`src/hw/rtl/ppmh_pkg.sv`:
```
// ----------------------------------------------------------------------------
// ppmh_pkg
// Shared types, character codes and helpers for the P6 header parser.
// ----------------------------------------------------------------------------
package ppmh_pkg;

  localparam int TOKEN_BUFFER_DEF = 24;

  localparam logic [15:0] MAXVAL_RESET = 16'd255;
  localparam logic [16:0] VALUE_MAX    = 17'd65535;
  localparam logic [16:0] ACC_SAT      = 17'd65536;

  localparam logic [7:0] CH_P     = 8'h50;
  localparam logic [7:0] CH_SIX   = 8'h36;
  localparam logic [7:0] CH_HASH  = 8'h23;
  localparam logic [7:0] CH_LF    = 8'h0A;
  localparam logic [7:0] CH_CR    = 8'h0D;
  localparam logic [7:0] CH_TAB   = 8'h09;
  localparam logic [7:0] CH_SPACE = 8'h20;
  localparam logic [7:0] CH_PLUS  = 8'h2B;
  localparam logic [7:0] CH_MINUS = 8'h2D;
  localparam logic [7:0] CH_ZERO  = 8'h30;
  localparam logic [7:0] CH_NINE  = 8'h39;

  typedef enum logic [2:0] {
    ST_OK          = 3'd0,
    ST_NOT_P6      = 3'd1,
    ST_BAD_WIDTH   = 3'd2,
    ST_BAD_HEIGHT  = 3'd3,
    ST_BAD_MAXVAL  = 3'd4,
    ST_UNSUPPORTED = 3'd5
  } status_t;

  typedef struct packed {
    logic       start_of_file;
    logic       end_of_file;
    logic [7:0] data_byte;
  } item_t;

  typedef struct packed {
    status_t     status;
    logic [15:0] image_width;
    logic [15:0] image_height;
    logic [31:0] pixel_offset;
  } result_t;

  function automatic logic is_space(input logic [7:0] c);
    return (c == CH_SPACE) || (c >= CH_TAB && c <= CH_CR);
  endfunction

  function automatic logic is_eol(input logic [7:0] c);
    return (c == CH_LF) || (c == CH_CR);
  endfunction

  function automatic logic is_digit(input logic [7:0] c);
    return (c >= CH_ZERO) && (c <= CH_NINE);
  endfunction

endpackage

```
`src/hw/rtl/ppm_p6_header_parser_top.sv`:
```
// ----------------------------------------------------------------------------
// ppm_p6_header_parser_top
// P6 header parser: one file byte or end-of-file mark per item, one status
// item with width, height and pixel offset per file.
// Throughput: one item per cycle unless out_stall holds a pending result; the parser state is registered.
// Result path: an accepted item is registered in the input stage; its result is
// registered in the result stage once that stage is free.
// Reset: synchronous active-low rst_n clears parser state and valids and
// sets required_maxval to 255; no clearing pass.
// ----------------------------------------------------------------------------
module ppm_p6_header_parser_top
  import ppmh_pkg::*;
#(
  parameter int TOKEN_BUFFER = TOKEN_BUFFER_DEF
) (
  input  logic        clk,
  input  logic        rst_n,
  input  logic        in_valid,
  output logic        in_stall,
  input  logic        in_start_of_file,
  input  logic        in_end_of_file,
  input  logic [7:0]  in_data_byte,
  output logic        out_valid,
  input  logic        out_stall,
  output logic [2:0]  out_status,
  output logic [15:0] out_image_width,
  output logic [15:0] out_image_height,
  output logic [31:0] out_pixel_offset,
  input  logic        cfg_write_en,
  input  logic [15:0] cfg_write_data
);

  logic [15:0] req_maxval_r;
  item_t       in_item;
  item_t       item;
  logic        item_vld;
  logic        down_free;
  logic        step;
  logic        res_vld;
  result_t     res;
  result_t     out_res;

  always_ff @(posedge clk) begin
    if (!rst_n) begin
      req_maxval_r <= MAXVAL_RESET;
    end else if (cfg_write_en) begin
      req_maxval_r <= cfg_write_data;
    end
  end

  assign in_item = '{start_of_file: in_start_of_file, end_of_file: in_end_of_file,
                     data_byte: in_data_byte};
  assign step    = item_vld && down_free;

  ppmh_in_stage u_in_stage (
    .clk       (clk),
    .rst_n     (rst_n),
    .in_valid  (in_valid),
    .in_stall  (in_stall),
    .in_item   (in_item),
    .down_free (down_free),
    .item_vld  (item_vld),
    .item      (item)
  );

  ppmh_parser #(
    .TOKEN_BUFFER (TOKEN_BUFFER)
  ) u_parser (
    .clk             (clk),
    .rst_n           (rst_n),
    .step            (step),
    .item            (item),
    .required_maxval (req_maxval_r),
    .res_vld         (res_vld),
    .res             (res)
  );

  ppmh_out_stage u_out_stage (
    .clk       (clk),
    .rst_n     (rst_n),
    .res_vld   (res_vld),
    .res       (res),
    .free      (down_free),
    .out_valid (out_valid),
    .out_stall (out_stall),
    .out_res   (out_res)
  );

  assign out_status       = out_res.status;
  assign out_image_width  = out_res.image_width;
  assign out_image_height = out_res.image_height;
  assign out_pixel_offset = out_res.pixel_offset;

  a_ok_has_size: assert property (@(posedge clk) disable iff (!rst_n)
    (out_valid && out_status == ST_OK) |->
      (out_image_width != '0 && out_image_height != '0 && out_pixel_offset != '0))
    else $error("ok status with empty dimensions");

  a_fail_zeroed: assert property (@(posedge clk) disable iff (!rst_n)
    (out_valid && out_status != ST_OK) |->
      (out_image_width == '0 && out_image_height == '0 && out_pixel_offset == '0))
    else $error("failing status carries nonzero fields");

  a_status_range: assert property (@(posedge clk) disable iff (!rst_n)
    out_valid |-> (out_status <= ST_UNSUPPORTED))
    else $error("status code out of range");

endmodule

```
`src/hw/rtl/ppmh_in_stage.sv`:
```
// ----------------------------------------------------------------------------
// ppmh_in_stage
// Input register: captures one item and holds it until the parser takes it.
// ----------------------------------------------------------------------------
module ppmh_in_stage
  import ppmh_pkg::*;
(
  input  logic  clk,
  input  logic  rst_n,
  input  logic  in_valid,
  output logic  in_stall,
  input  item_t in_item,
  input  logic  down_free,
  output logic  item_vld,
  output item_t item
);

  logic  vld_r;
  logic  vld_nxt;
  item_t item_r;
  logic  take;

  assign in_stall = vld_r && !down_free;
  assign take     = in_valid && !in_stall;

  always_comb begin
    vld_nxt = vld_r;
    if (take) begin
      vld_nxt = 1'b1;
    end else if (down_free) begin
      vld_nxt = 1'b0;
    end
  end

  always_ff @(posedge clk) begin
    if (!rst_n) begin
      vld_r <= 1'b0;
    end else begin
      vld_r <= vld_nxt;
    end
  end

  always_ff @(posedge clk) begin
    if (take) begin
      item_r <= in_item;
    end
  end

  assign item_vld = vld_r;
  assign item     = item_r;

endmodule

```
`src/hw/rtl/ppmh_parser.sv`:
```
// ----------------------------------------------------------------------------
// ppmh_parser
// Header state machine: magic check, whitespace/comment skip, token values.
// ----------------------------------------------------------------------------
module ppmh_parser
  import ppmh_pkg::*;
#(
  parameter int TOKEN_BUFFER = TOKEN_BUFFER_DEF
) (
  input  logic        clk,
  input  logic        rst_n,
  input  logic        step,
  input  item_t       item,
  input  logic [15:0] required_maxval,
  output logic        res_vld,
  output result_t     res
);

  localparam int LEN_W = $clog2(TOKEN_BUFFER);

  typedef enum logic [2:0] {
    PH_MAGIC1,
    PH_MAGIC2,
    PH_SKIP,
    PH_SKIP_COMMENT,
    PH_TOKEN,
    PH_TOKEN_COMMENT,
    PH_DONE,
    PH_MAGIC2_BAD
  } phase_t;

  phase_t             phase_r, phase_nxt, cur_phase;
  logic [1:0]         tok_num_r, tok_num_nxt, cur_tok_num;
  logic [LEN_W-1:0]   tok_len_r, tok_len_nxt, cur_tok_len;
  logic [16:0]        acc_r, acc_nxt, cur_acc;
  logic               ovf_r, ovf_nxt, cur_ovf;
  logic               neg_r, neg_nxt, cur_neg;
  logic               stop_r, stop_nxt, cur_stop;
  logic [15:0]        width_r, width_nxt, cur_width;
  logic [15:0]        height_r, height_nxt, cur_height;
  logic [31:0]        count_r, count_nxt, cur_count;

  logic [7:0]         c;
  logic [31:0]        count_new;
  logic [15:0]        fin_val;
  logic               fin_bad;
  result_t            fin_res;
  logic               take_ok;
  logic               is_sign;
  logic               is_dig;
  logic [20:0]        acc_mul;
  logic [LEN_W:0]     len_inc;

  function automatic status_t fail_code(input logic [1:0] tn);
    case (tn)
      2'd0:    return ST_BAD_WIDTH;
      2'd1:    return ST_BAD_HEIGHT;
      default: return ST_BAD_MAXVAL;
    endcase
  endfunction

  // clear on start of file before handling the item
  always_comb begin
    if (item.start_of_file) begin
      cur_phase   = PH_MAGIC1;
      cur_tok_num = '0;
      cur_tok_len = '0;
      cur_acc     = '0;
      cur_ovf     = 1'b0;
      cur_neg     = 1'b0;
      cur_stop    = 1'b0;
      cur_width   = '0;
      cur_height  = '0;
      cur_count   = '0;
    end else begin
      cur_phase   = phase_r;
      cur_tok_num = tok_num_r;
      cur_tok_len = tok_len_r;
      cur_acc     = acc_r;
      cur_ovf     = ovf_r;
      cur_neg     = neg_r;
      cur_stop    = stop_r;
      cur_width   = width_r;
      cur_height  = height_r;
      cur_count   = count_r;
    end
  end

  assign c = item.data_byte;

  always_comb begin
    count_new = cur_count;
    if (!item.end_of_file && (cur_count != '1)) begin
      count_new = cur_count + 32'd1;
    end
  end

  always_comb begin
    fin_val = cur_acc[15:0];
    if (cur_ovf || cur_neg || (cur_acc > VALUE_MAX)) begin
      fin_val = '0;
    end
    fin_bad = (cur_width == '0) || (cur_height == '0) || (fin_val == '0) ||
              (fin_val != required_maxval);
    if (fin_bad) begin
      fin_res = '{status: ST_UNSUPPORTED, image_width: '0, image_height: '0,
                  pixel_offset: '0};
    end else begin
      fin_res = '{status: ST_OK, image_width: cur_width, image_height: cur_height,
                  pixel_offset: count_new};
    end
  end

  assign len_inc = {1'b0, cur_tok_len} + (LEN_W+1)'(1);
  assign take_ok = len_inc < (LEN_W+1)'(TOKEN_BUFFER);
  assign is_sign = (cur_tok_len == '0) && ((c == CH_PLUS) || (c == CH_MINUS));
  assign is_dig  = !cur_stop && is_digit(c);
  assign acc_mul = {1'b0, cur_acc, 3'b000} + {3'b000, cur_acc, 1'b0} +
                   {13'd0, c - CH_ZERO};

  always_comb begin
    phase_nxt   = phase_r;
    tok_num_nxt = tok_num_r;
    tok_len_nxt = tok_len_r;
    acc_nxt     = acc_r;
    ovf_nxt     = ovf_r;
    neg_nxt     = neg_r;
    stop_nxt    = stop_r;
    width_nxt   = width_r;
    height_nxt  = height_r;
    count_nxt   = count_r;
    res_vld     = 1'b0;
    res         = '{status: ST_NOT_P6, image_width: '0, image_height: '0,
                    pixel_offset: '0};
    if (step) begin
      phase_nxt   = cur_phase;
      tok_num_nxt = cur_tok_num;
      tok_len_nxt = cur_tok_len;
      acc_nxt     = cur_acc;
      ovf_nxt     = cur_ovf;
      neg_nxt     = cur_neg;
      stop_nxt    = cur_stop;
      width_nxt   = cur_width;
      height_nxt  = cur_height;
      count_nxt   = count_new;
      if (cur_phase != PH_DONE) begin
        if (item.end_of_file) begin
          res_vld   = 1'b1;
          phase_nxt = PH_DONE;
          case (cur_phase)
            PH_MAGIC1, PH_MAGIC2, PH_MAGIC2_BAD: begin
              res.status = ST_NOT_P6;
            end
            PH_TOKEN: begin
              if (cur_tok_num == 2'd2) begin
                res = fin_res;
              end else begin
                res.status = fail_code(cur_tok_num + 2'd1);
              end
            end
            default: begin
              res.status = fail_code(cur_tok_num);
            end
          endcase
        end else begin
          case (cur_phase)
            PH_MAGIC1: begin
              phase_nxt = (c == CH_P) ? PH_MAGIC2 : PH_MAGIC2_BAD;
            end
            PH_MAGIC2: begin
              if (c != CH_SIX) begin
                res_vld    = 1'b1;
                res.status = ST_NOT_P6;
                phase_nxt  = PH_DONE;
              end else begin
                phase_nxt = PH_SKIP;
              end
            end
            PH_MAGIC2_BAD: begin
              res_vld    = 1'b1;
              res.status = ST_NOT_P6;
              phase_nxt  = PH_DONE;
            end
            PH_SKIP_COMMENT: begin
              if (is_eol(c)) begin
                phase_nxt = PH_SKIP;
              end
            end
            PH_SKIP, PH_TOKEN, PH_TOKEN_COMMENT: begin
              if ((cur_phase == PH_TOKEN && is_space(c)) ||
                  (cur_phase == PH_TOKEN_COMMENT && is_eol(c))) begin
                // close the token
                tok_len_nxt = '0;
                acc_nxt     = '0;
                ovf_nxt     = 1'b0;
                neg_nxt     = 1'b0;
                stop_nxt    = 1'b0;
                phase_nxt   = PH_SKIP;
                if (cur_tok_num == 2'd0) begin
                  width_nxt   = fin_val;
                  tok_num_nxt = 2'd1;
                end else if (cur_tok_num == 2'd1) begin
                  height_nxt  = fin_val;
                  tok_num_nxt = 2'd2;
                end else begin
                  res_vld   = 1'b1;
                  res       = fin_res;
                  phase_nxt = PH_DONE;
                end
              end else if (cur_phase == PH_TOKEN_COMMENT) begin
                phase_nxt = PH_TOKEN_COMMENT;
              end else if (c == CH_HASH) begin
                phase_nxt = (cur_phase == PH_SKIP) ? PH_SKIP_COMMENT : PH_TOKEN_COMMENT;
              end else if (cur_phase == PH_SKIP && is_space(c)) begin
                phase_nxt = PH_SKIP;
              end else if (!take_ok) begin
                res_vld    = 1'b1;
                res.status = fail_code(cur_tok_num);
                phase_nxt  = PH_DONE;
              end else begin
                phase_nxt   = PH_TOKEN;
                tok_len_nxt = len_inc[LEN_W-1:0];
                if (is_sign) begin
                  if (c == CH_MINUS) begin
                    neg_nxt = 1'b1;
                  end
                end else if (is_dig) begin
                  if (acc_mul > {4'd0, VALUE_MAX}) begin
                    acc_nxt = ACC_SAT;
                    ovf_nxt = 1'b1;
                  end else begin
                    acc_nxt = acc_mul[16:0];
                  end
                end else begin
                  stop_nxt = 1'b1;
                end
              end
            end
            default: begin
              phase_nxt = cur_phase;
            end
          endcase
        end
      end
    end
  end

  always_ff @(posedge clk) begin
    if (!rst_n) begin
      phase_r   <= PH_MAGIC1;
      tok_num_r <= '0;
      tok_len_r <= '0;
      acc_r     <= '0;
      ovf_r     <= 1'b0;
      neg_r     <= 1'b0;
      stop_r    <= 1'b0;
      width_r   <= '0;
      height_r  <= '0;
      count_r   <= '0;
    end else begin
      phase_r   <= phase_nxt;
      tok_num_r <= tok_num_nxt;
      tok_len_r <= tok_len_nxt;
      acc_r     <= acc_nxt;
      ovf_r     <= ovf_nxt;
      neg_r     <= neg_nxt;
      stop_r    <= stop_nxt;
      width_r   <= width_nxt;
      height_r  <= height_nxt;
      count_r   <= count_nxt;
    end
  end

  a_done_after_result: assert property (@(posedge clk) disable iff (!rst_n)
    res_vld |=> (phase_r == PH_DONE))
    else $error("parser not idle after result");

  a_quiet_when_done: assert property (@(posedge clk) disable iff (!rst_n)
    (step && !item.start_of_file && phase_r == PH_DONE) |-> !res_vld)
    else $error("result emitted after header finished");

  a_token_count: assert property (@(posedge clk) disable iff (!rst_n)
    (tok_num_r != 2'd3) && (acc_r <= ACC_SAT))
    else $error("token counter or accumulator out of range");

endmodule

```
`src/hw/rtl/ppmh_out_stage.sv`:
```
// ----------------------------------------------------------------------------
// ppmh_out_stage
// Result register: holds a result until the receiver takes it.
// ----------------------------------------------------------------------------
module ppmh_out_stage
  import ppmh_pkg::*;
(
  input  logic    clk,
  input  logic    rst_n,
  input  logic    res_vld,
  input  result_t res,
  output logic    free,
  output logic    out_valid,
  input  logic    out_stall,
  output result_t out_res
);

  logic    vld_r;
  logic    vld_nxt;
  result_t res_r;

  assign free = !vld_r || !out_stall;

  always_comb begin
    vld_nxt = vld_r;
    if (res_vld) begin
      vld_nxt = 1'b1;
    end else if (!out_stall) begin
      vld_nxt = 1'b0;
    end
  end

  always_ff @(posedge clk) begin
    if (!rst_n) begin
      vld_r <= 1'b0;
    end else begin
      vld_r <= vld_nxt;
    end
  end

  always_ff @(posedge clk) begin
    if (res_vld) begin
      res_r <= res;
    end
  end

  assign out_valid = vld_r;
  assign out_res   = res_r;

endmodule
```
`config.mk`:
```
export PLATFORM = sky130hd
export DESIGN_NAME = ppm_p6_header_parser_top
export DESIGN_NICKNAME = d
export VERILOG_FILES = /design/src/hw/rtl/ppmh_pkg.sv /design/src/hw/rtl/ppm_p6_header_parser_top.sv /design/src/hw/rtl/ppmh_in_stage.sv /design/src/hw/rtl/ppmh_parser.sv /design/src/hw/rtl/ppmh_out_stage.sv
export SDC_FILE = /design/constraint.sdc
export NUM_CORES = 1
export LEC_CHECK = 0
export BUFFER_PORTS_ARGS = -buffer_cell sky130_fd_sc_hd__buf_2
export CAP_MARGIN = 20
export CORE_ASPECT_RATIO = 2
export CORE_MARGIN = 3
export CORE_UTILIZATION = 40
export DETAILED_ROUTE_END_ITERATION = 8
export MAX_ROUTING_LAYER = met4
export PLACE_DENSITY = 0.68
export SLEW_MARGIN = 5
export SYNTH_ARGS = -nofsm -noshare
export SYNTH_HDL_FRONTEND = slang
export SYNTH_SLANG_ARGS = --single-unit
```
`constraint.sdc`:
```
create_clock -name clk -period 6.9 [get_ports clk]
set_input_delay 0.69 -clock clk [delete_from_list [all_inputs] [get_ports clk]]
set_output_delay 0.69 -clock clk [all_outputs]
set_load 0.01 [all_outputs]
```
==> flow_metrics.py, run 1 <==
metrics = {
    "route": {
        "wl_per_cell_um": 18.7,
        "vias": 9075,
        "drtIter0Drc": 760,
        "vias_per_cell": 5.76,
        "finalWirelength_mm": 29.5,
        "drc": 0,
        "firstDrtPassIters": 6,
        "ant_nets": 0,
    },
    "clock_tree": {
        "clock_sinks": 189,
        "cts_setup_buffers": 0,
        "insertion_delay_ns": 0.45,
        "cts_buffers": 17,
        "ctsResizeCount": 0,
        "htree_levels": 4,
        "clkTransAtPathRegs_ns": 0.08,
        "ctsLongestPathBuffers": 2,
        "cts_hold_buffers": 0,
        "cts_tree": "done",
        "cts_root_buf": "clkbuf_16",
    },
    "timing": {
        "fin_crit_sh_pct": 64.4,
        "worst_pin_slew_ns": 1.06,
        "finalMaxSlewViolations": 0,
        "finClkSkew_ns": 0.0151,
        "hold_viol_final": 0,
        "rsz0062_at_grt": "no",
        "finalSetupViolations": 0,
        "fin_hold_ws_ns": 0.409,
        "maxSlewHeadroom_pct": 29.1,
        "fmax_ghz": 0.225,
        "fin_setup_tns_ns": 0,
        "period_needed_ns": 4.44,
    },
    "power_and_ir_drop": {
        "irDropWorstVdd_mv": 0.177,
        "pwr_density_cell_mw_per_mm2": 193,
        "finalPower_mw": 2.31,
        "p_leak_nw": 4.78,
    },
    "floorplanning": {
        "coreArea_mm2": 0.0260,
        "rows": 83,
        "die_x_um": 121,
        "io_pins": 100,
        "die_h_um": 237,
        "start_util_pct": 41.0,
        "dieArea_mm2": 0.0288,
    },
    "place": {
        "numPortBuffers": 99,
        "hpwlAfterDp_mm": 22.5,
        "post-place-cells": 1543,
        "gp_congestion": 0.935,
    },
    "logic_synthesis": {
        "ys_ff_latch": 189,
        "synth.avg_cell_area_um2": 9.19,
        "ys_warn_count": 0,
        "async_flop_share_pct": 0,
        "synth_fp_nets": 1237,
        "synth_area_leader_cell": "edfxtp_1",
        "synth_top_area_share_pct": 21.7,
        "synth_common_cells": "dfxtp_1, nand2_1, nor2_1, edfxtp_1, o21ai_0",
        "ys_types": 85,
        "seq_area_frac_synth_pct": 42.7,
        "syn_inst": 1159,
        "synth.most_common_cell": "dfxtp_1",
        "synth_edf_count": 77,
        "synth.area.top_cells": "edfxtp_1, dfxtp_1, ha_1",
        "syn-cell-area_mm2": 0.0107,
        "synthFlopType": "dfxtp_1",
    },
    "grt": {
        "grt_util_all_layers_pct": 21.5,
        "antenna_found_initial": 0,
        "first_global_vias": 8971,
        "grt_overflow": 0,
        "grt_pass1_wl_mm": 46.8,
        "grt_start_max_net_pins": 59,
    },
    "final_layout": {
        "drive_above_1_share_pct": 13.3,
        "area_growth_pct": 12.0,
        "fill_cells": 2548,
        "final_nets": 1300,
        "finalNonFillerCells": 1575,
        "diodes": 0,
    },
    "critical_path": {
        "path_class": "flop to flop",
        "critPathLaunchType": "flop",
        "required_ns": 7.27,
        "crit_path_end_kind": "flop",
        "crit_path_max_fanout": 31,
        "cp_data_arrival_time_ns": 4.81,
    },
    "status": {
        "status": "finished clean",
    },
    "job": {
        "cap_viol_max_count": 0,
    },
    "worst_hold_path": {
        "hold_path.class": "input port to flop",
    },
}
## worst max-delay path, stage by stage, from the launching register on
cell,delay (ns)
edfxtp_1,0.61
inv_1,0.12
buf_4,0.34
nand2_1,0.15
inv_1,0.18
fa_1,0.50
fa_1,0.49
a211oi_1,0.29
o21ai_0,0.18
nand3_1,0.18
and3_1,0.16
o32ai_1,0.14
or2_1,0.30
or4_4,0.55
o22ai_1,0.17
## stage by stage
stage,cell area (µm²),worst slack (ns),utilization (%)
CTS,11900,2.50,46.0
floorplan,10700,1.12,-
global route,11900,2.16,46.0
finish,11900,2.46,46.0
detailed placement,11400,2.53,43.8
global placement,11400,2.61,43.8
## layer usage
layer	vias to the layer above	track usage [%]	routed length [µm]
met5	-	-	0
met2	312	39.6	16400
li1	4354	-	-
met4	0	14.4	2000
met1	4274	19.8	9980
met3	135	3.27	1130
## where the power goes
group | switching [mW] | leakage, nW | internal (mW)
clock | 0.465 | 0.285 | 0.497
sequential | 0.0223 | 1.75 | 1.17
combinational | 0.0991 | 2.75 | 0.0499
total | 0.586 | 4.78 | 1.72
## cell usage in the layout, fill, tap and decap left out, types with 12 or more instances in the layout
cell / n
and2_1: 55
edfxtp_1: 77
inv_1: 35
a21oi_1: 61
nor4_1: 14
nand3_1: 33
xor2_1: 19
dfxtp_1: 112
xnor2_1: 37
nand4_1: 19
a22o_1: 32
o21ai_0: 64
and3_1: 12
nor2b_1: 26
clkbuf_16: 18
nand2_1: 110
buf_2: 99
nor3_1: 14
or3_1: 21
a22oi_1: 13
a31oi_1: 21
nor2_1: 109
mux2i_1: 20
ha_1: 41
## cells by family after synthesis
kind of cell	synth area share, %
adder cells (fa/ha/maj)	5.94
XOR/XNOR	4.60
multiplexers	1.98
AND/OR/NAND/NOR	22.9
buffers and inverters	3.99
flip-flops	42.7
AO/OA/AOI/OAI	17.9
## sequential cells by signal, summed over array words and instances (netlist names), 2 cells and up
register	cells
u_parser.tok_len_r	5
u_in_stage.item	10
u_parser.tok_num_r	2
req_maxval_r	16
u_parser.width_r	16
u_parser.phase_r	3
u_parser.count_r	32
u_out_stage.out_res	67
u_parser.height_r	16
u_parser.acc_r	17
## area by class of cell
cell class | count | area [µm²] | share of cell area (%)
Clock inverter | 13 | 113 | 0.944
Inverter | 35 | 131 | 1.10
Tap cell | 340 | 425 | 3.57
Timing Repair Buffer | 108 | 563 | 4.72
Clock buffer | 19 | 454 | 3.81
Multi-Input combinational cell | 871 | 5690 | 47.7
Sequential cell | 189 | 4550 | 38.2
## final timing paths
| kind | from | end | slack [ns] | depth (start not counted) |
|---|---|---|---|---|
| setup / recovery | u_in_stage.item[9] | u_parser.acc_r[14] | 2.46 | 14 |
| hold / removal | in_data_byte[5] | u_in_stage.item[5] | 0.41 | 1 |
| setup reg to reg | u_in_stage.item[9] | u_parser.acc_r[14] | 2.46 | 14 |
| hold reg to reg | u_parser.stop_r | u_parser.stop_r | 0.46 | 2 |
No activity file was read; power rests on OpenSTA's default activity.
==> inputs of run 2 (changes only) <==
--- a/config.mk
+++ b/config.mk
@@ -12,7 +12,7 @@
 export CORE_UTILIZATION = 40
 export DETAILED_ROUTE_END_ITERATION = 8
 export MAX_ROUTING_LAYER = met4
-export PLACE_DENSITY = 0.68
+export PLACE_DENSITY = 0.7
 export SLEW_MARGIN = 5
 export SYNTH_ARGS = -nofsm -noshare
 export SYNTH_HDL_FRONTEND = slang
==> constraint.sdc (replaced) <==
create_clock -name clk -period 3.95 [get_ports clk]
set_input_delay 0.395 -clock clk [delete_from_list [all_inputs] [get_ports clk]]
set_output_delay 0.395 -clock clk [all_outputs]
set_load 0.01 [all_outputs]
==> run 2 against run 1 <==
Net effect: sequential power up 73%; setup slack worse by 2.3 ns; cell area up 3.6%; critical path depth down 1; combinational power up 92%; core utilization up 1.7 points; first-iteration DRC count down 3.9%; highest routed layer unchanged; die area unchanged; power up 77%; sequential cell count unchanged.
==> flow_metrics.py, run 2 (synthesis gave the netlist of run 1 again) <==
metrics = {
    "place": {
        "hpwlAfterDp_mm": 22.7,
        "dpl_cell_area_mm2": 0.0117,
        "gp_congestion": 0.940,
        "dp_slack_ns": 0.169,
        "post-place-cells": 1585,
        "numPortBuffers": 99,
    },
    "critical_path": {
        "required_ns": 4.32,
        "ff2ff_path_depth": 13,
        "cp_data_arrival_time_ns": 4.12,
        "reg2reg_slack_ns": 0.20,
        "crit_path_end_kind": "flop",
        "critPathLaunchType": "flop",
        "path_class": "flop to flop",
        "crit_path_max_fanout": 5,
    },
    "clock_tree": {
        "htree_levels": 4,
        "ctsLongestPathBuffers": 2,
        "clock_sinks": 189,
        "insertion_delay_ns": 0.45,
        "clkTransAtPathRegs_ns": 0.08,
        "cts_tree": "done",
        "cts_hold_buffers": 0,
        "cts_buffers": 17,
        "cts_root_buf": "clkbuf_16",
    },
    "route": {
        "vias_per_cell": 5.66,
        "vias": 9172,
        "ant_nets": 0,
        "drc": 0,
        "finalWirelength_mm": 29.3,
        "wl_per_cell_um": 18.1,
        "firstDrtPassIters": 5,
        "drtIter0Drc": 730,
    },
    "final_layout": {
        "final_cell_mix": "dfxtp_1, nand2_1, nor2_1",
        "multi_input_area_mm2": 0.00573,
        "final_area_mm2": 0.0124,
        "final_nets": 1345,
        "diodes": 0,
        "final_util_pct": 47.6,
        "finalNonFillerCells": 1620,
        "area_growth_pct": 16.0,
        "fill_cells": 2478,
        "drive_above_1_share_pct": 17.2,
        "largest_reg_flops": 67,
        "mostFrequentLayoutCell": "dfxtp_1",
        "ff_latch_area_mm2": 0.00455,
    },
    "timing": {
        "maxSlewHeadroom_pct": 35.6,
        "finalMaxSlewViolations": 0,
        "fin_setup_tns_ns": 0,
        "worst_pin_slew_ns": 0.964,
        "fin_ws_ns": 0.201,
        "fin_crit_sh_pct": 94.9,
        "finalSetupViolations": 0,
        "finClkSkew_ns": 0.0167,
        "fmax_ghz": 0.267,
        "period_needed_ns": 3.75,
        "hold_viol_final": 0,
    },
    "floorplanning": {
        "coreArea_mm2": 0.0260,
        "die_x_um": 121,
        "dieArea_mm2": 0.0288,
        "io_pins": 100,
        "start_util_pct": 41.0,
        "die_h_um": 237,
        "rows": 83,
    },
    "power_and_ir_drop": {
        "pwr_density_cell_mw_per_mm2": 329,
        "power_frac_clock_pct": 41.8,
        "comb_power_share_pct": 7.0,
        "p_leak_nw": 5.03,
        "power.switching_mw": 1.03,
        "irDropWorstVdd_mv": 0.308,
        "switching_share_pct": 25.4,
        "p_int_mw": 3.04,
        "seqPwrFrac_pct": 51.1,
    },
    "worst_hold_path": {
        "hold_path.class": "input port to flop",
        "hold-path-cell-count": 1,
    },
    "job": {
        "cap_viol_max_count": 0,
    },
    "grt": {
        "first_global_vias": 9088,
        "antenna_found_initial": 0,
        "grt_pass1_wl_mm": 46.9,
        "grt_overflow": 0,
        "grt_start_max_net_pins": 42,
        "grt_util_all_layers_pct": 21.4,
    },
    "status": {
        "status": "finished clean",
    },
}
==> run 2: cell types whose count changed in the layout (fill, tap and decap cells not counted), sizes merged <==
| cell | delta |
|---|---|
| inv | -3 |
| buf | +45 |
| clkinv | +2 |
| clkinvlp | +1 |
==> run 2: path summary, 6_finish.rpt <==
check                           from                  to
hold / removal       in_data_byte[6]  u_in_stage.item[6]
setup / recovery  u_in_stage.item[4]  u_parser.acc_r[14]
setup reg to reg  u_in_stage.item[4]  u_parser.acc_r[14]
hold reg to reg      u_parser.stop_r     u_parser.stop_r
==> run 2: timing repair <==
item | 4_1_cts | 5_1_grt
resized for setup | 0 | 6
buffers inserted | 0 | 3
setup endpoints to repair | 0 | 7
endpoints found under the hold margin | 0 | 0
==> run 2: worst max-delay path, stage by stage, from the launching register on <==
cell      delay [ns]
edfxtp_1        0.48
ha_2            0.25
xor2_1          0.16
fa_1            0.51
inv_1           0.05
ha_1            0.34
o211ai_1        0.12
o211ai_1        0.30
and4b_1         0.25
or3_1           0.10
nand4_1         0.13
or2_4           0.28
or4_4           0.53
o22ai_1         0.15
==> run 2: layout make-up <==
type	count	share of cell area [%]
clock buffer	19	3.76
clock inverter	13	0.962
inverter	35	1.06
multi-input combinational	871	46.3
sequential	189	36.8
tap	340	3.44
timing repair buffer	153	7.59
==> run 2: metal layers <==
| metal | share of wire (%) | track usage [%] | routed length, µm |
|---|---|---|---|
| met2 | 55 | 39.3 | 16100 |
| met5 | 0 | - | 0 |
| met3 | 3.1 | 3.30 | 918 |
| met4 | 7.1 | 13.7 | 2100 |
| met1 | 35 | 20.0 | 10200 |
==> run 2: per-stage QoR <==
stage	hold slack, ns	total power, mW
final	0.118	4.07
after detailed placement	0.450	2.41
after global placement	0.447	2.40
after CTS	0.0990	4.09
after global routing	0.102	4.21
after floorplan	0.436	2.31
==> run 2: power by group through the flow <==
stage | combinational [mW] | clock, mW | sequential [mW]
3_5_place_dp | 0.281 | 0 | 2.13
6_report | 0.286 | 1.70 | 2.08
4_1_cts | 0.281 | 1.73 | 2.08
5_1_grt | 0.314 | 1.81 | 2.09
2_1_floorplan | 0.194 | 0 | 2.11
3_3_place_gp | 0.276 | 0 | 2.13
==> inputs of run 3 (changes only) <==
--- a/config.mk
+++ b/config.mk
@@ -12,7 +12,8 @@
 export CORE_UTILIZATION = 40
 export DETAILED_ROUTE_END_ITERATION = 8
 export MAX_ROUTING_LAYER = met4
-export PLACE_DENSITY = 0.7
+export PLACE_DENSITY = 0.68
+export REMOVE_ABC_BUFFERS = 1
 export SLEW_MARGIN = 5
 export SYNTH_ARGS = -nofsm -noshare
 export SYNTH_HDL_FRONTEND = slang
==> constraint.sdc (replaced) <==
create_clock -name clk -period 4.55 [get_ports clk]
set_input_delay 0.455 -clock clk [delete_from_list [all_inputs] [get_ports clk]]
set_output_delay 0.455 -clock clk [all_outputs]
set_load 0.01 [all_outputs]
==> run 3 against run 2 <==
Net effect: die area unchanged; combinational power down 13%; register-to-register slack better by 0.33 ns; worst hold slack better by 0.073 ns; clock skew down 0.0036 ns; non-clock buffer count down 22; critical path type unchanged; critical endpoint unchanged; highest routed layer unchanged.
==> flow_metrics.py, run 3 (synthesis gave the netlist of run 1 again) <==
metrics = {
    "status": {
        "status": "finished clean",
    },
    "route": {
        "route.met3.wl_mm": 1.05,
        "met2_wirelength_mm": 16.9,
        "drc": 0,
        "wl_per_cell_um": 19.0,
        "ant_nets": 0,
        "firstDrtPassIters": 6,
        "finalWirelength_mm": 30.3,
        "vias_per_cell": 5.70,
        "vias": 9115,
        "drtIter0Drc": 825,
        "met1_length_mm": 10.3,
        "top_layer": "met4",
    },
    "timing": {
        "finClkSkew_ns": 0.0131,
        "fmax_ghz": 0.249,
        "worst_pin_slew_ns": 1.03,
        "period_needed_ns": 4.02,
        "rsz0062_at_grt": "no",
        "finalSetupViolations": 0,
        "maxSlewHeadroom_pct": 31.6,
        "finalMaxSlewViolations": 0,
        "fin_crit_sh_pct": 88.4,
        "fin_setup_tns_ns": 0,
        "fin_hold_ws_ns": 0.191,
        "hold_viol_final": 0,
    },
    "place": {
        "numPortBuffers": 99,
        "post-place-cells": 1566,
        "gp_congestion": 1.03,
        "hpwlAfterDp_mm": 23.2,
    },
    "critical_path": {
        "cpPeakStageDelay_ns": 0.63,
        "crit_path_frequent_cell": "ha_1",
        "reg2reg_slack_ns": 0.53,
        "slowest_stage": "o41ai_1",
        "critical_path_depth": 12,
        "required_ns": 4.91,
        "path_class": "flop to flop",
        "timing.rr.start": "u_in_stage.item[9]",
        "path_cells": "buf_4 -> nor2b_1 -> ha_1 -> ha_1 -> nand2_1 -> nor2_1 -> o41ai_1 -> and3_1 -> o32ai_1 -> or2_1 -> or4_4 -> o22ai_1",
        "r2r_end": "u_parser.acc_r[14]",
        "crit_path_end_kind": "flop",
        "path_buf_inv": 1,
        "cp_data_arrival_time_ns": 4.38,
        "crit_start": "u_in_stage.item[9]",
        "critPathLaunchType": "flop",
        "crit_path_max_fanout": 13,
        "endpoint": "u_parser.acc_r[14]",
        "ff2ff_path_depth": 12,
        "critical-path-top-delay-family": "simple AND/OR/NAND/NOR gates",
    },
    "floorplanning": {
        "coreArea_mm2": 0.0260,
        "die_h_um": 237,
        "die_x_um": 121,
        "io_pins": 100,
        "rows": 83,
        "start_util_pct": 41.0,
        "dieArea_mm2": 0.0288,
    },
    "power_and_ir_drop": {
        "irDropWorstVdd_mv": 0.268,
        "seqPwrFrac_pct": 51.7,
        "switching_share_pct": 24.2,
        "p_leak_nw": 4.90,
        "comb_power_share_pct": 7.1,
        "power_frac_clock_pct": 41.2,
        "pwr_density_cell_mw_per_mm2": 288,
        "power.switching_uw": 847,
        "p_int_mw": 2.65,
    },
    "clock_tree": {
        "cts_root_buf": "clkbuf_16",
        "cts_hold_buffers": 0,
        "clock_sinks": 189,
        "clkTransAtPathRegs_ns": 0.07,
        "insertion_delay_ns": 0.44,
        "cts_tree": "done",
        "cts_setup_buffers": 0,
        "htree_levels": 4,
        "ctsLongestPathBuffers": 2,
        "ctsResizeCount": 0,
        "cts_buffers": 17,
    },
    "final_layout": {
        "area_growth_pct": 13.7,
        "final_nets": 1323,
        "final_util_pct": 46.7,
        "final_cell_mix": "dfxtp_1, nand2_1, nor2_1",
        "drive_above_1_share_pct": 14.8,
        "diodes": 0,
        "finalNonFillerCells": 1598,
        "largest_reg_flops": 67,
        "mostFrequentLayoutCell": "dfxtp_1",
    },
    "grt": {
        "grt_util_all_layers_pct": 21.7,
        "antenna_found_initial": 0,
        "grt_pass1_wl_mm": 47.3,
        "grt_overflow": 0,
        "first_global_vias": 9088,
        "grt_start_max_net_pins": 56,
    },
    "worst_hold_path": {
        "hold_path.class": "input port to flop",
    },
    "job": {
        "cap_viol_max_count": 0,
    },
}
[run 3: routing by layer]
layer | GRT usage, % | vias to the layer above
met5 | - | -
met4 | 13.9 | 0
met3 | 3.08 | 106
met2 | 40.5 | 272
met1 | 19.9 | 4337
li1 | - | 4400
[run 3: worst reg2reg max path: cells and delay by family, from the launching register on]
kind            cells  cell delay, ns
compound gates      3            0.93
flops               1            0.43
simple gates        6            1.65
fa+ha+maj           2            0.73
buf+inv             1            0.21
[run 3: power groups by stage]
stage          sequential [mW]  clock, mW  combinational [mW]
3_5_place_dp              1.85          0               0.247
6_report                  1.81       1.44               0.248
5_1_grt                   1.81       1.54               0.271
3_3_place_gp              1.85          0               0.243
2_1_floorplan             1.85          0               0.131
4_1_cts                   1.81       1.47               0.248
[run 3: cell type report]
cell class | count | area, µm²
inverter | 35 | 131
multi-input combinational | 871 | 5680
clock inverter | 10 | 77.6
timing repair buffer | 131 | 748
fill | 2527 | 13800
clock buffer | 22 | 495
tap | 340 | 425
sequential | 189 | 4550
[run 3: metrics by stage]
stage / instance area (µm²) / power (mW) / setup slack [ns]
3_5_place_dp: 11500 / 2.09 / 0.589
4_1_cts: 12100 / 3.53 / 0.567
3_3_place_gp: 11500 / 2.09 / 0.641
2_1_floorplan: 10400 / 1.98 / -2.61
5_1_grt: 12100 / 3.62 / 0.287
6_report: 12100 / 3.50 / 0.528
[run 3: worst min path at each step]
stage,startpoint,end,cells past startpoint
floorplan,u_parser.stop_r,u_parser.stop_r,2
global placement,u_parser.stop_r,u_parser.stop_r,2
detailed placement,u_parser.stop_r,u_parser.stop_r,2
CTS,in_end_of_file,u_in_stage.item[8],1
global route,in_end_of_file,u_in_stage.item[8],1
finish,in_end_of_file,u_in_stage.item[8],1
